<file path="config.mk">
export PLATFORM = sky130hd
export DESIGN_NAME = base64_stream_encoder_top_flat
export DESIGN_NICKNAME = d
export VERILOG_FILES = /design/src/hw/rtl/b64enc_pkg.sv /design/src/hw/rtl/b64enc_ifs.sv /design/src/hw/rtl/b64enc_front.sv /design/src/hw/rtl/b64enc_queue.sv /design/src/hw/rtl/b64enc_back.sv /design/src/hw/rtl/base64_stream_encoder_top.sv /design/src/flat_wrapper.sv
export SDC_FILE = /design/constraint.sdc
export NUM_CORES = 1
export LEC_CHECK = 0
export ABC_AREA = 1
export BUFFER_PORTS_ARGS = -buffer_cell sky130_fd_sc_hd__buf_2
export CAP_MARGIN = 20
export CORE_AREA = 5 5 102 104
export CTS_CLUSTER_DIAMETER = 120
export DETAILED_ROUTE_END_ITERATION = 10
export DIE_AREA = 0 0 107 109
export PLACE_DENSITY = 0.72
export SLEW_MARGIN = 20
export SYNTH_ARGS = -nofsm -noshare
export SYNTH_HDL_FRONTEND = slang
export SYNTH_SLANG_ARGS = --single-unit
</file>
<file path="constraint.sdc">
create_clock -name i_clk -period 3 [get_ports i_clk]
set_input_delay 0.75 -clock i_clk [delete_from_list [all_inputs] [get_ports i_clk]]
set_output_delay 0.75 -clock i_clk [all_outputs]
set_load 0.02 [all_outputs]
</file>
<file path="src/hw/rtl/b64enc_pkg.sv">
// ============================================================================
// b64enc_pkg
// Shared types, constants and the alphabet lookup for the base64 encoder.
// ============================================================================
package b64enc_pkg;

    // Character codes
    localparam logic [7:0] PAD_CHAR   = 8'h3D;   // '='
    localparam logic [5:0] SEXTET_MAX = 6'd63;

    // Group queue between the front and the back
    localparam int QUEUE_DEPTH = 2;
    localparam int QPTR_W      = $clog2(QUEUE_DEPTH);
    localparam int QCNT_W      = $clog2(QUEUE_DEPTH + 1);

    // One 24-bit group ready to be turned into four characters
    typedef struct packed {
        logic [23:0] word;   // first byte in bits 23..16
        logic [1:0]  pads;   // number of trailing '=' characters
        logic        last;   // group closes the message
    } t_group;

    // Standard alphabet: A-Z, a-z, 0-9, '+', '/'
    function automatic logic [7:0] sextet_to_char(input logic [5:0] s);
        logic [7:0] c;
        if (s < 6'd26) begin
            c = 8'h41 + {2'b00, s};
        end else if (s < 6'd52) begin
            c = 8'h61 + {2'b00, s} - 8'd26;
        end else if (s < 6'd62) begin
            c = 8'h30 + {2'b00, s} - 8'd52;
        end else if (s == 6'd62) begin
            c = 8'h2B;
        end else begin
            c = 8'h2F;
        end
        return c;
    endfunction

endpackage

</file>
<file path="src/hw/rtl/b64enc_ifs.sv">
// ============================================================================
// b64enc_ifs
// Valid/ready channels: raw byte input and encoded character output.
// ============================================================================

// Raw byte channel
interface b64enc_byte_if;
    logic       valid;
    logic       ready;
    logic [7:0] data_byte;
    logic       final_byte;

    modport source (output valid, output data_byte, output final_byte, input ready);
    modport sink   (input valid, input data_byte, input final_byte, output ready);
endinterface

// Encoded character channel
interface b64enc_char_if;
    logic       valid;
    logic       ready;
    logic [7:0] out_char;
    logic       last_char;

    modport source (output valid, output out_char, output last_char, input ready);
    modport sink   (input valid, input out_char, input last_char, output ready);
endinterface

</file>
<file path="src/hw/rtl/b64enc_front.sv">
// ============================================================================
// b64enc_front
// Accepts bytes, collects groups of three and pushes finished groups.
// ============================================================================
module b64enc_front
    import b64enc_pkg::*;
(
    input  logic          i_clk,
    input  logic          i_rst_n,
    b64enc_byte_if.sink   i_byte,
    output logic          o_push_valid,
    output t_group        o_push_data,
    input  logic          i_push_ready
);

    logic [15:0] r_held, n_held;
    logic [1:0]  r_count, n_count;
    logic        accept;
    logic        closes;

    // Bytes are taken only when a group can always be pushed
    assign i_byte.ready = i_push_ready;
    assign accept       = i_byte.valid && i_push_ready;

    // Classify the byte against the held group
    always_comb begin
        n_held            = r_held;
        n_count           = r_count;
        closes            = 1'b0;
        o_push_data.word  = 24'h0;
        o_push_data.pads  = 2'd0;
        o_push_data.last  = i_byte.final_byte;
        case (r_count)
            2'd1: begin
                o_push_data.word = {r_held[15:8], i_byte.data_byte, 8'h00};
                o_push_data.pads = 2'd1;
                closes           = i_byte.final_byte;
                n_held           = {r_held[15:8], i_byte.data_byte};
                n_count          = 2'd2;
            end
            2'd2: begin
                o_push_data.word = {r_held, i_byte.data_byte};
                o_push_data.pads = 2'd0;
                closes           = 1'b1;
            end
            default: begin
                // empty group (a count of three is treated the same)
                o_push_data.word = {i_byte.data_byte, 16'h0000};
                o_push_data.pads = 2'd2;
                closes           = i_byte.final_byte;
                n_held           = {i_byte.data_byte, 8'h00};
                n_count          = 2'd1;
            end
        endcase
        if (closes) begin
            n_held  = 16'h0000;
            n_count = 2'd0;
        end
    end

    assign o_push_valid = accept && closes;

    // Group state
    always_ff @(posedge i_clk) begin
        if (!i_rst_n) begin
            r_held  <= 16'h0000;
            r_count <= 2'd0;
        end else if (accept) begin
            r_held  <= n_held;
            r_count <= n_count;
        end
    end

`ifndef SYNTHESIS
    // a full group is always flushed, so the count never reaches three
    a_count_range: assert property (@(posedge i_clk) disable iff (!i_rst_n)
        r_count != 2'd3)
        else $error("front group count reached three");
`endif

endmodule

</file>
<file path="src/hw/rtl/b64enc_queue.sv">
// ============================================================================
// b64enc_queue
// Short group queue decoupling the front from the character back end.
// ============================================================================
module b64enc_queue
    import b64enc_pkg::*;
(
    input  logic    i_clk,
    input  logic    i_rst_n,
    input  logic    i_push_valid,
    input  t_group  i_push_data,
    output logic    o_push_ready,
    output logic    o_pop_valid,
    output t_group  o_pop_data,
    input  logic    i_pop_ready
);

    t_group            r_slot [QUEUE_DEPTH];
    logic [QPTR_W-1:0] r_wr_ptr, r_rd_ptr;
    logic [QCNT_W-1:0] r_count;
    logic              push, pop;

    assign o_push_ready = (r_count != QCNT_W'(QUEUE_DEPTH));
    assign o_pop_valid  = (r_count != '0);
    assign o_pop_data   = r_slot[r_rd_ptr];
    assign push         = i_push_valid && o_push_ready;
    assign pop          = o_pop_valid && i_pop_ready;

    // Storage
    always_ff @(posedge i_clk) begin
        if (push) begin
            r_slot[r_wr_ptr] <= i_push_data;
        end
    end

    // Pointers and fill count
    always_ff @(posedge i_clk) begin
        if (!i_rst_n) begin
            r_wr_ptr <= '0;
            r_rd_ptr <= '0;
            r_count  <= '0;
        end else begin
            if (push) begin
                r_wr_ptr <= (r_wr_ptr == QPTR_W'(QUEUE_DEPTH - 1)) ? '0 : r_wr_ptr + 1'b1;
            end
            if (pop) begin
                r_rd_ptr <= (r_rd_ptr == QPTR_W'(QUEUE_DEPTH - 1)) ? '0 : r_rd_ptr + 1'b1;
            end
            if (push && !pop) begin
                r_count <= r_count + 1'b1;
            end else if (pop && !push) begin
                r_count <= r_count - 1'b1;
            end
        end
    end

`ifndef SYNTHESIS
    a_count_bound: assert property (@(posedge i_clk) disable iff (!i_rst_n)
        r_count <= QCNT_W'(QUEUE_DEPTH))
        else $error("queue fill count above depth");
    a_ptr_gap: assert property (@(posedge i_clk) disable iff (!i_rst_n)
        (r_count == '0 || r_count == QCNT_W'(QUEUE_DEPTH)) |-> r_wr_ptr == r_rd_ptr)
        else $error("queue pointers disagree with fill count");
`endif

endmodule

</file>
<file path="src/hw/rtl/b64enc_back.sv">
// ============================================================================
// b64enc_back
// Takes queued groups; four characters each, one per cycle unless stalled.
// ============================================================================
module b64enc_back
    import b64enc_pkg::*;
(
    input  logic           i_clk,
    input  logic           i_rst_n,
    input  logic           i_pop_valid,
    input  t_group         i_pop_data,
    output logic           o_pop_ready,
    b64enc_char_if.source  o_char
);

    t_group      r_grp;
    logic        r_busy;
    logic [1:0]  r_idx;
    logic        r_out_valid;
    logic [7:0]  r_out_char;
    logic        r_out_last;
    logic        advance;
    logic        load;
    logic [5:0]  sextet;
    logic [2:0]  pad_sum;
    logic [7:0]  n_char;

    // Output register moves when empty or taken
    assign advance     = !r_out_valid || o_char.ready;
    assign load        = i_pop_valid && (!r_busy || (advance && r_idx == 2'd3));
    assign o_pop_ready = load;

    // Character for the current position
    always_comb begin
        case (r_idx)
            2'd0:    sextet = r_grp.word[23:18];
            2'd1:    sextet = r_grp.word[17:12];
            2'd2:    sextet = r_grp.word[11:6];
            default: sextet = r_grp.word[5:0] & SEXTET_MAX;
        endcase
        pad_sum = {1'b0, r_idx} + {1'b0, r_grp.pads};
        n_char  = (pad_sum > 3'd3) ? PAD_CHAR : sextet_to_char(sextet);
    end

    // Group register and position counter
    always_ff @(posedge i_clk) begin
        if (!i_rst_n) begin
            r_busy <= 1'b0;
            r_idx  <= 2'd0;
        end else if (load) begin
            r_busy <= 1'b1;
            r_idx  <= 2'd0;
        end else if (advance && r_busy) begin
            r_idx <= r_idx + 2'd1;
            if (r_idx == 2'd3) begin
                r_busy <= 1'b0;
            end
        end
    end

    always_ff @(posedge i_clk) begin
        if (load) begin
            r_grp <= i_pop_data;
        end
    end

    // Output register
    always_ff @(posedge i_clk) begin
        if (!i_rst_n) begin
            r_out_valid <= 1'b0;
        end else if (advance) begin
            r_out_valid <= r_busy;
        end
    end

    always_ff @(posedge i_clk) begin
        if (advance && r_busy) begin
            r_out_char <= n_char;
            r_out_last <= r_grp.last && (r_idx == 2'd3);
        end
    end

    assign o_char.valid     = r_out_valid;
    assign o_char.out_char  = r_out_char;
    assign o_char.last_char = r_out_last;

`ifndef SYNTHESIS
    a_idx_idle: assert property (@(posedge i_clk) disable iff (!i_rst_n)
        !r_busy |-> r_idx == 2'd0)
        else $error("position counter moved without a group");
    a_busy_end: assert property (@(posedge i_clk) disable iff (!i_rst_n)
        $fell(r_busy) |-> $past(r_idx) == 2'd3 && r_out_valid)
        else $error("group dropped before its fourth character");
`endif

endmodule

</file>
<file path="src/hw/rtl/base64_stream_encoder_top.sv">
// ============================================================================
// base64_stream_encoder_top
// Base64 encoder over a byte stream, standard alphabet with '=' padding.
// ============================================================================
// Usage:
//   i_byte (sink): one raw byte per transfer; final_byte marks the last byte
//   of a message. o_char (source): one ASCII character per transfer;
//   last_char marks the final character of the message.
//   Every third byte, or a final byte, closes a group of four characters;
//   a short final group gets one or two '=' characters. A message with no
//   bytes gives no characters.
// Path: the group of a closing byte is written into the queue, loaded into
//   the back end group register, then its first character is registered.
// Throughput: one byte per cycle while the two-entry group queue has room;
//   the character side produces one character per cycle from the back end
//   group register while the receiver is ready, and sets the sustained rate.
// Reset (synchronous, active low): held bytes, queue and output are
//   cleared; no character is pending afterwards.
// Receiver stall: the output register holds its character, the back end
//   stops, the queue fills, and then i_byte.ready drops.
// ============================================================================
module base64_stream_encoder_top
    import b64enc_pkg::*;
(
    input  logic           i_clk,
    input  logic           i_rst_n,
    b64enc_byte_if.sink    i_byte,
    b64enc_char_if.source  o_char
);

    logic   push_valid, push_ready;
    t_group push_data;
    logic   pop_valid, pop_ready;
    t_group pop_data;

    b64enc_front u_front (
        .i_clk        (i_clk),
        .i_rst_n      (i_rst_n),
        .i_byte       (i_byte),
        .o_push_valid (push_valid),
        .o_push_data  (push_data),
        .i_push_ready (push_ready)
    );

    b64enc_queue u_queue (
        .i_clk        (i_clk),
        .i_rst_n      (i_rst_n),
        .i_push_valid (push_valid),
        .i_push_data  (push_data),
        .o_push_ready (push_ready),
        .o_pop_valid  (pop_valid),
        .o_pop_data   (pop_data),
        .i_pop_ready  (pop_ready)
    );

    b64enc_back u_back (
        .i_clk       (i_clk),
        .i_rst_n     (i_rst_n),
        .i_pop_valid (pop_valid),
        .i_pop_data  (pop_data),
        .o_pop_ready (pop_ready),
        .o_char      (o_char)
    );

endmodule
</file>
<file path="src/flat_wrapper.sv">
// flat-port wrapper written by rule: the top's interface ports become plain ports
module base64_stream_encoder_top_flat import b64enc_pkg::*;
  (i_clk, i_rst_n, i_byte_valid, i_byte_data_byte, i_byte_final_byte, i_byte_ready, o_char_valid, o_char_out_char, o_char_last_char, o_char_ready);
  b64enc_byte_if i_byte_i ();
  b64enc_char_if o_char_i ();
  input  logic i_clk;
  input  logic i_rst_n;
  input wire logic [$bits(i_byte_i.valid)-1:0] i_byte_valid;
  input wire logic [$bits(i_byte_i.data_byte)-1:0] i_byte_data_byte;
  input wire logic [$bits(i_byte_i.final_byte)-1:0] i_byte_final_byte;
  output wire logic [$bits(i_byte_i.ready)-1:0] i_byte_ready;
  output wire logic [$bits(o_char_i.valid)-1:0] o_char_valid;
  output wire logic [$bits(o_char_i.out_char)-1:0] o_char_out_char;
  output wire logic [$bits(o_char_i.last_char)-1:0] o_char_last_char;
  input wire logic [$bits(o_char_i.ready)-1:0] o_char_ready;
  assign i_byte_i.valid = i_byte_valid;
  assign i_byte_i.data_byte = i_byte_data_byte;
  assign i_byte_i.final_byte = i_byte_final_byte;
  assign i_byte_ready = i_byte_i.ready;
  assign o_char_valid = o_char_i.valid;
  assign o_char_out_char = o_char_i.out_char;
  assign o_char_last_char = o_char_i.last_char;
  assign o_char_i.ready = o_char_ready;
  base64_stream_encoder_top u_core (.i_clk(i_clk), .i_rst_n(i_rst_n), .i_byte(i_byte_i), .o_char(o_char_i));
endmodule
</file>
==> flow_summary_export.csv, run 1 <==
group,metric,value,unit
detailed_routing,antenna_left,0,
global_routing,grt-ovfl-total,0,
floorplan,io_pins,24,
clocking,hold_buffers,0,
clocking,cts_root_buf,"clkbuf_8",
setup_path,r2r_setup_slack,0.85,ns
floorplan,die_w,107,um
floorplan,dieArea,0.0117,mm2
logic_synthesis,synth-seq-area-share,0.638,
final_layout,multi_input_area,0.00158,mm2
global_routing,grt_util_all_layers,0.175,
clocking,numCtsBuffers,17,
setup_path,cp.required,3.17,ns
min_path,hold_depth,2,
timing,drv_slew,0,
power_and_ir_drop,ir_worst_vdd,0.491,mV
timing,timing_hold_violations_final,0,
setup_path,worstSetupPathType,"flip-flop to flip-flop",
timing,worst_pin_slew,0.894,ns
global_routing,antenna_found_initial,0,
final_layout,seq_area,0.00322,mm2
detailed_routing,drtIter0Drc,219,
clocking,cts_tree,"yes",
logic_synthesis,synth_top_cell_area_share,0.535,
final_layout,final_common_cell,"nand2_1",
min_path,hp-start,"u_core.u_front.r_held[0]",
placed_design,port_buffers,23,
setup_path,cp-start-kind,"flip-flop",
clocking,cts_resized,0,
run,max-cap-violations,0,
timing,finalSetupTns,0,ns
final_layout,nets,555,
final_layout,num_antenna_cells,0,
detailed_routing,wl_met2,4630,um
logic_synthesis,async_flop_share,0,
detailed_routing,dr.pass1.iters,5,
power_and_ir_drop,power_density,1040,mW/mm2
global_routing,grt_first_pass_wirelength,15300,um
detailed_routing,wl,9360,um
clocking,cts.clk_slew.worst_paths,0.05,ns
timing,min_period,2.15,ns
timing,fin_crit_sh,0.717,
timing,rsz0062_at_grt,"false",
placed_design,place_congestion,0.889,
floorplan,rows,36,
final_layout,final_layout_size_suffix_gt1_frac,0.158,
detailed_routing,met1_length,4080,um
clocking,clk_latency,0.50,ns
power_and_ir_drop,p_leak,0.00244,uW
detailed_routing,met3_length,428,um
placed_design,dp.final_hpwl,6360,um
logic_synthesis,syn_inst,501,
clocking,cts_htree_levels,4,
logic_synthesis,synth_fp_nets,525,
logic_synthesis,synth_area_leaders,"edfxtp_1 53%, nand2_1 14%, dfxtp_1 10%",
setup_path,rr_endpoint,"u_core.u_queue.r_slot[0][14]",
floorplan,initial_utilization,0.534,
min_path,hold_class,"flip-flop to flip-flop",
logic_synthesis,syn_avg_cell_area,10.1,um2
floorplan,die_y,109,um
clocking,cts_setup_buffers,0,
setup_path,r2r_cells,7,
setup_path,worstPathMaxFanout,27,
setup_path,cp-end-kind,"flip-flop",
timing,fmax,465,MHz
final_layout,areaGrowthSynthToFinish,15.9,%
logic_synthesis,yosysWarningCount,0,
logic_synthesis,synth_seq_cells,116,
floorplan,core_area,0.00946,mm2
detailed_routing,highest_layer,"met4",
logic_synthesis,synth_area,0.00505,mm2
detailed_routing,num_vias,3379,
logic_synthesis,synth-edff-count,90,
logic_synthesis,ys.flop_type,"edfxtp_1",
detailed_routing,wl_per_cell,14.2,um
clocking,cts.sinks,116,
timing,fin_skew,0.00472,ns
run_status,status,"finished clean",
logic_synthesis,synth_top_area_cell,"edfxtp_1",
min_path,hold_end,"u_core.u_front.r_held[0]",
timing,slew-limit-headroom,0.402,
power_and_ir_drop,finalPower,6100,uW
setup_path,worst_ep_arrival_time,2.31,ns
detailed_routing,drc,0,
global_routing,grt_max_degree,30,
clocking,clock_path_buffers,2,
final_layout,mostFrequentLayoutCells,"183 x nand2_1, 90 x edfxtp_1, 46 x inv_1, 28 x a21oi_1, 26 x dfxtp_1",
detailed_routing,viasPerCell,5.14,
timing,setup_violations,0,
global_routing,grt_pass1_vias,3175,
logic_synthesis,yosys.cell_types.count,31,
setup_path,reg2reg_from,"u_core.u_front.r_count[0]",
final_layout,n_fill_cell,715,
-- area by class of cell --
type,instances,share of cell area
Multi-Input combinational cell,320,0.269
Timing Repair Buffer,27,0.0248
Clock inverter,11,0.0271
Inverter,49,0.0314
Clock buffer,21,0.0732
Tap cell,114,0.0243
Sequential cell,116,0.550
-- flip-flops by register name, summed over array words and instances, names as in the netlist --
| signal | count |
|---|---|
| u_core.u_back.o_char.last_char | 1 |
| u_core.u_back.o_char.out_char | 8 |
| u_core.u_back.o_char.valid | 1 |
| u_core.u_back.r_busy | 1 |
| u_core.u_back.r_grp | 27 |
| u_core.u_back.r_idx | 2 |
| u_core.u_front.r_count | 2 |
| u_core.u_front.r_held | 16 |
| u_core.u_queue.r_count | 2 |
| u_core.u_queue.r_rd_ptr | 1 |
| u_core.u_queue.r_slot | 54 |
| u_core.u_queue.r_wr_ptr | 1 |
-- metrics by stage --
stage                     setup WS [ns]  cells  hold slack (ns)  area (um2)  utilization
after global placement            0.697    626            0.456        5270        0.557
after floorplan                   0.195    501            0.443        5050            -
after global routing              0.688    658            0.462        5860        0.620
after CTS                         0.857    658            0.460        5860        0.620
after detailed placement          0.676    626            0.462        5270        0.557
final                             0.850    658            0.471        5860        0.620
-- cells in the mapped netlist, drive strengths merged (2+ instances only) --
library cell / count
nand2: 190
buf: 9
clkbuf: 7
o31ai: 2
xor2: 2
nand3: 23
o21ai: 28
nand4: 4
or2: 3
dfxtp: 26
inv: 49
nor2: 22
ha: 11
a21oi: 29
o21bai: 3
edfxtp: 90
-- worst max-delay path, stage by stage, from the launching register on --
cell and delay (ns):
dfxtp_1 0.32, inv_1 0.07, ha_1 0.57, nor2_2 0.13, nor2_2 0.19, inv_1 0.10, nor2_2 0.08, buf_4 0.33
-- cells by family after synthesis --
group | count (synthesis) | share of synthesized area
flops | 116 | 0.638
compound gates | 63 | 0.0772
other cells | 1 | 0.000742
simple gates | 243 | 0.202
xor+xnor | 2 | 0.00347
buf+inv | 65 | 0.0512
fa+ha+maj | 11 | 0.0272
-- worst max path at each step --
stage,startpoint,to,depth (start not counted)
after floorplan,i_byte_valid,u_core.u_queue.r_slot[1][0],5
after global placement,o_char_ready,u_core.u_back.r_grp[5],7
after detailed placement,o_char_ready,u_core.u_back.r_grp[7],7
after CTS,u_core.u_front.r_count[0],u_core.u_queue.r_slot[0][9],7
after global routing,u_core.u_back.r_idx[0],u_core.u_back.o_char.out_char[4],13
final,u_core.u_front.r_count[0],u_core.u_queue.r_slot[0][14],7
-- metal layers --
metal	global-route usage	vias up
li1	-	1719
met1	0.213	1540
met2	0.289	101
met3	0.0391	19
met4	0.0977	0
met5	0	-
-- power by group --
part	switching [uW]	internal (uW)
Clock	654	1340
Combinational	1220	521
Sequential	105	2260
No activity file was read; power rests on OpenSTA's default activity.
==> run 2, diff against run 1 <==
--- a/config.mk
+++ b/config.mk
@@ -5,13 +5,13 @@
 export SDC_FILE = /design/constraint.sdc
 export NUM_CORES = 1
 export LEC_CHECK = 0
-export ABC_AREA = 1
+export ABC_AREA = 0
 export BUFFER_PORTS_ARGS = -buffer_cell sky130_fd_sc_hd__buf_2
 export CAP_MARGIN = 20
-export CORE_AREA = 5 5 102 104
+export CORE_AREA = 5 5 100 102
 export CTS_CLUSTER_DIAMETER = 120
 export DETAILED_ROUTE_END_ITERATION = 10
-export DIE_AREA = 0 0 107 109
+export DIE_AREA = 0 0 105 107
 export PLACE_DENSITY = 0.72
 export SLEW_MARGIN = 20
 export SYNTH_ARGS = -nofsm -noshare
==> constraint.sdc (replaced) <==
create_clock -name i_clk -period 2.1 [get_ports i_clk]
set_input_delay 0.525 -clock i_clk [delete_from_list [all_inputs] [get_ports i_clk]]
set_output_delay 0.525 -clock i_clk [all_outputs]
set_load 0.02 [all_outputs]
==> run 2 against run 1 <==
Net effect:
- the run now ends with setup timing left
- die area shrank 3.7%
- clock skew grew 0.0048 ns
- register-to-register slack lost 0.93 ns
- critical path type unchanged
- synthesized area shrank 4.3%
- core utilization grew 5.7 points
==> flow_summary_export.csv, run 2 <==
group,metric,value,unit
timing,worst_pin_slew,0.630,ns
power_and_ir_drop,intPower,6610,uW
final_layout,top_register,"u_core.u_queue.r_slot",
setup_path,cp_cell_sequence,"inv_4, ha_4, a222oi_1, mux2i_2, buf_6, o211ai_1, and2_2, o21ai_1",
clocking,cts_root_buf,"clkbuf_8",
power_and_ir_drop,pwr-share-clk,0.314,
placed_design,place_congestion,0.862,
power_and_ir_drop,p_leak,0.00224,uW
global_routing,grt_first_pass_wirelength,15300,um
logic_synthesis,synth_area_leaders,"edfxtp_1 56%, dfxtp_1 11%, mux2_2 6.5%",
clocking,hold_buffers,0,
floorplan,rows,35,
logic_synthesis,synth-simple-area-share,0.0859,
floorplan,initial_utilization,0.536,
final_layout,final_common_cell,"edfxtp_1",
logic_synthesis,yosysMostFrequentCell,"edfxtp_1",
final_layout,largest_reg_flops,54,
timing,setup_ws,-0.0843,ns
logic_synthesis,synth_xor_area_frac,0.0109,
logic_synthesis,async_flop_share,0,
detailed_routing,drc,0,
final_layout,finish.utilization,0.677,
global_routing,grt_util_all_layers,0.177,
clocking,numCtsBuffers,17,
run_status,failed_checks,"setup timing",
setup_path,worst_ep_arrival_time,2.43,ns
detailed_routing,viasPerCell,5.54,
setup_path,critical-path-top-delay-family,"compound AO/OA/AOI/OAI gates",
clocking,cts.sinks,116,
power_and_ir_drop,netSwitchingFraction,0.310,
logic_synthesis,synth_compound_area_frac,0.107,
final_layout,final_layout_size_suffix_gt1_frac,0.346,
logic_synthesis,synth-edff-count,90,
final_layout,reg.largest.list,"u_core.u_queue.r_slot: 54 flops, u_core.u_back.r_grp: 27 flops, u_core.u_front.r_held: 16 flops",
setup_path,slowest_stage,"a222oi_1",
placed_design,dp.final_hpwl,5890,um
global_routing,grt-ovfl-total,0,
logic_synthesis,synth_top_area_cell,"edfxtp_1",
global_routing,grt_pass1_vias,3074,
logic_synthesis,synth_top_family_by_area,"compound AO/OA/AOI/OAI gates",
clocking,clk_latency,0.51,ns
logic_synthesis,yosys.cell_types.count,44,
power_and_ir_drop,p_seq_frac,0.355,
clocking,cts_tree,"yes",
power_and_ir_drop,p_comb_frac,0.331,
timing,rsz0062_at_grt,"true",
detailed_routing,antenna_left,0,
timing,setup_violations,4,
placed_design,port_buffers,23,
setup_path,worstPathMaxFanout,6,
timing,finalSetupTns,-0.261,ns
floorplan,core_area,0.00902,mm2
logic_synthesis,synthAdderAreaFrac,0.0284,
detailed_routing,drtIter0Drc,264,
placed_design,place_area,0.00527,mm2
floorplan,dieArea,0.0112,mm2
logic_synthesis,synth_top_cell_area_share,0.559,
setup_path,worstSetupPathType,"flip-flop to flip-flop",
run,max-cap-violations,0,
timing,drv_slew,0,
logic_synthesis,syn_inst,359,
power_and_ir_drop,p_sw,2970,uW
floorplan,die_y,107,um
logic_synthesis,ys.flop_type,"edfxtp_1",
final_layout,areaGrowthSynthToFinish,26.1,%
timing,fin_skew,0.00955,ns
setup_path,cp-end-kind,"flip-flop",
setup_path,max_stage_delay,0.42,ns
timing,slew-limit-headroom,0.580,
logic_synthesis,synth_area,0.00484,mm2
final_layout,mostFrequentLayoutCells,"90 x edfxtp_1, 28 x nor2_1, 28 x mux2_2, 27 x nand2_1, 26 x buf_4",
detailed_routing,num_vias,3005,
detailed_routing,dr.pass1.iters,7,
floorplan,die_w,105,um
timing,timing_hold_violations_final,0,
detailed_routing,wl,9550,um
setup_path,cp.buffers_inverters,2,
timing,min_period,2.18,ns
final_layout,nets,442,
power_and_ir_drop,power_density,1570,mW/mm2
timing,fmax,458,MHz
logic_synthesis,synth_mux_area_frac,0.0750,
clocking,cts.clk_slew.worst_paths,0.06,ns
final_layout,final_cell_area,0.00610,mm2
clocking,cts_htree_levels,4,
run_status,status,"complete, but fails checks",
logic_synthesis,yosysWarningCount,0,
logic_synthesis,synth_fp_nets,383,
floorplan,io_pins,24,
logic_synthesis,synth_seq_cells,116,
logic_synthesis,synth_commonest_cells,"90 x edfxtp_1, 29 x nor2_1, 28 x mux2_2",
logic_synthesis,syn_avg_cell_area,13.5,um2
global_routing,antenna_found_initial,0,
min_path,hold_class,"primary input to flip-flop",
global_routing,grt_max_degree,29,
setup_path,cp.required,2.35,ns
setup_path,cp-start-kind,"flip-flop",
final_layout,num_antenna_cells,0,
timing,fin_crit_sh,1.04,
clocking,clock_path_buffers,2,
power_and_ir_drop,ir_worst_vdd,0.774,mV
detailed_routing,wl_per_cell,17.6,um
logic_synthesis,synth-seq-area-share,0.666,
-- run 2: layer usage --
metal | wire, um | vias up | global-route usage
li1 | - | 1460 | -
met1 | 4220 | 1466 | 0.217
met2 | 4830 | 71 | 0.296
met3 | 368 | 8 | 0.0548
met4 | 123 | 0 | 0.0639
met5 | 0 | - | 0
-- run 2: cell type report --
type / count / area (um2)
fillers: 605 / 2920
clock buffers: 17 / 414
repair buffers: 55 / 398
flip-flops and latches: 116 / 3230
multi-input cells: 212 / 1650
clock inverters: 15 / 211
well taps: 111 / 139
inverters: 16 / 65.1
-- run 2: path summary, 6_finish.rpt --
kind,cells past startpoint,from,slack (ns),end
max,8,u_core.u_back.r_idx[0],-0.08,u_core.u_back.o_char.out_char[0]
min,1,i_byte_final_byte,0.27,u_core.u_queue.r_slot[0][0]
max reg2reg,8,u_core.u_back.r_idx[0],-0.08,u_core.u_back.o_char.out_char[0]
min reg2reg,1,u_core.u_front.r_held[13],0.48,u_core.u_front.r_held[13]
-- run 2: power groups by stage --
stage          clock network (uW)  registers (uW)  logic (uW)
2_1_floorplan                   0            3460        1730
3_3_place_gp                    0            3420        2430
3_5_place_dp                    0            3440        2490
4_1_cts                      3030            3400        2680
5_1_grt                      3160            3440        3460
6_report                     3000            3400        3170
-- run 2: worst reg2reg max path: stages (launching register included) --
cell	delay, ns
dfxtp_4	0.39
inv_4	0.05
ha_4	0.17
a222oi_1	0.42
mux2i_2	0.16
buf_6	0.17
o211ai_1	0.23
and2_2	0.24
o21ai_1	0.08
-- run 2: what timing repair did --
| item | 4_1_cts | 5_1_grt |
|---|---|---|
| pin swaps | 8 | 19 |
| buffers inserted | 3 | 7 |
| setup endpoints to repair | 4 | 6 |
| cloned | 0 | 1 |
| resized for setup | 11 | 23 |
-- run 2: cell families (layout without fill, tap and decap cells) --
group | after synthesis | count (layout)
multiplexers | 32 | 32
XOR/XNOR | 6 | 6
adder cells (fa/ha/maj) | 11 | 11
other | 1 | 1
buffers and inverters | 31 | 103
flip-flops | 116 | 116
AND/OR/NAND/NOR | 87 | 87
AO/OA/AOI/OAI | 75 | 75
-- run 2: metrics by stage --
stage | cells | total power (uW) | setup WS, ns | hold slack [ns]
2_1_floorplan | 359 | 5190 | 0.0221 | 0.447
3_3_place_gp | 499 | 5850 | -0.0419 | 0.455
3_5_place_dp | 499 | 5930 | -0.0951 | 0.464
4_1_cts | 534 | 9110 | 0.00931 | 0.258
5_1_grt | 542 | 10100 | -0.183 | 0.259
6_report | 542 | 9580 | -0.0843 | 0.274
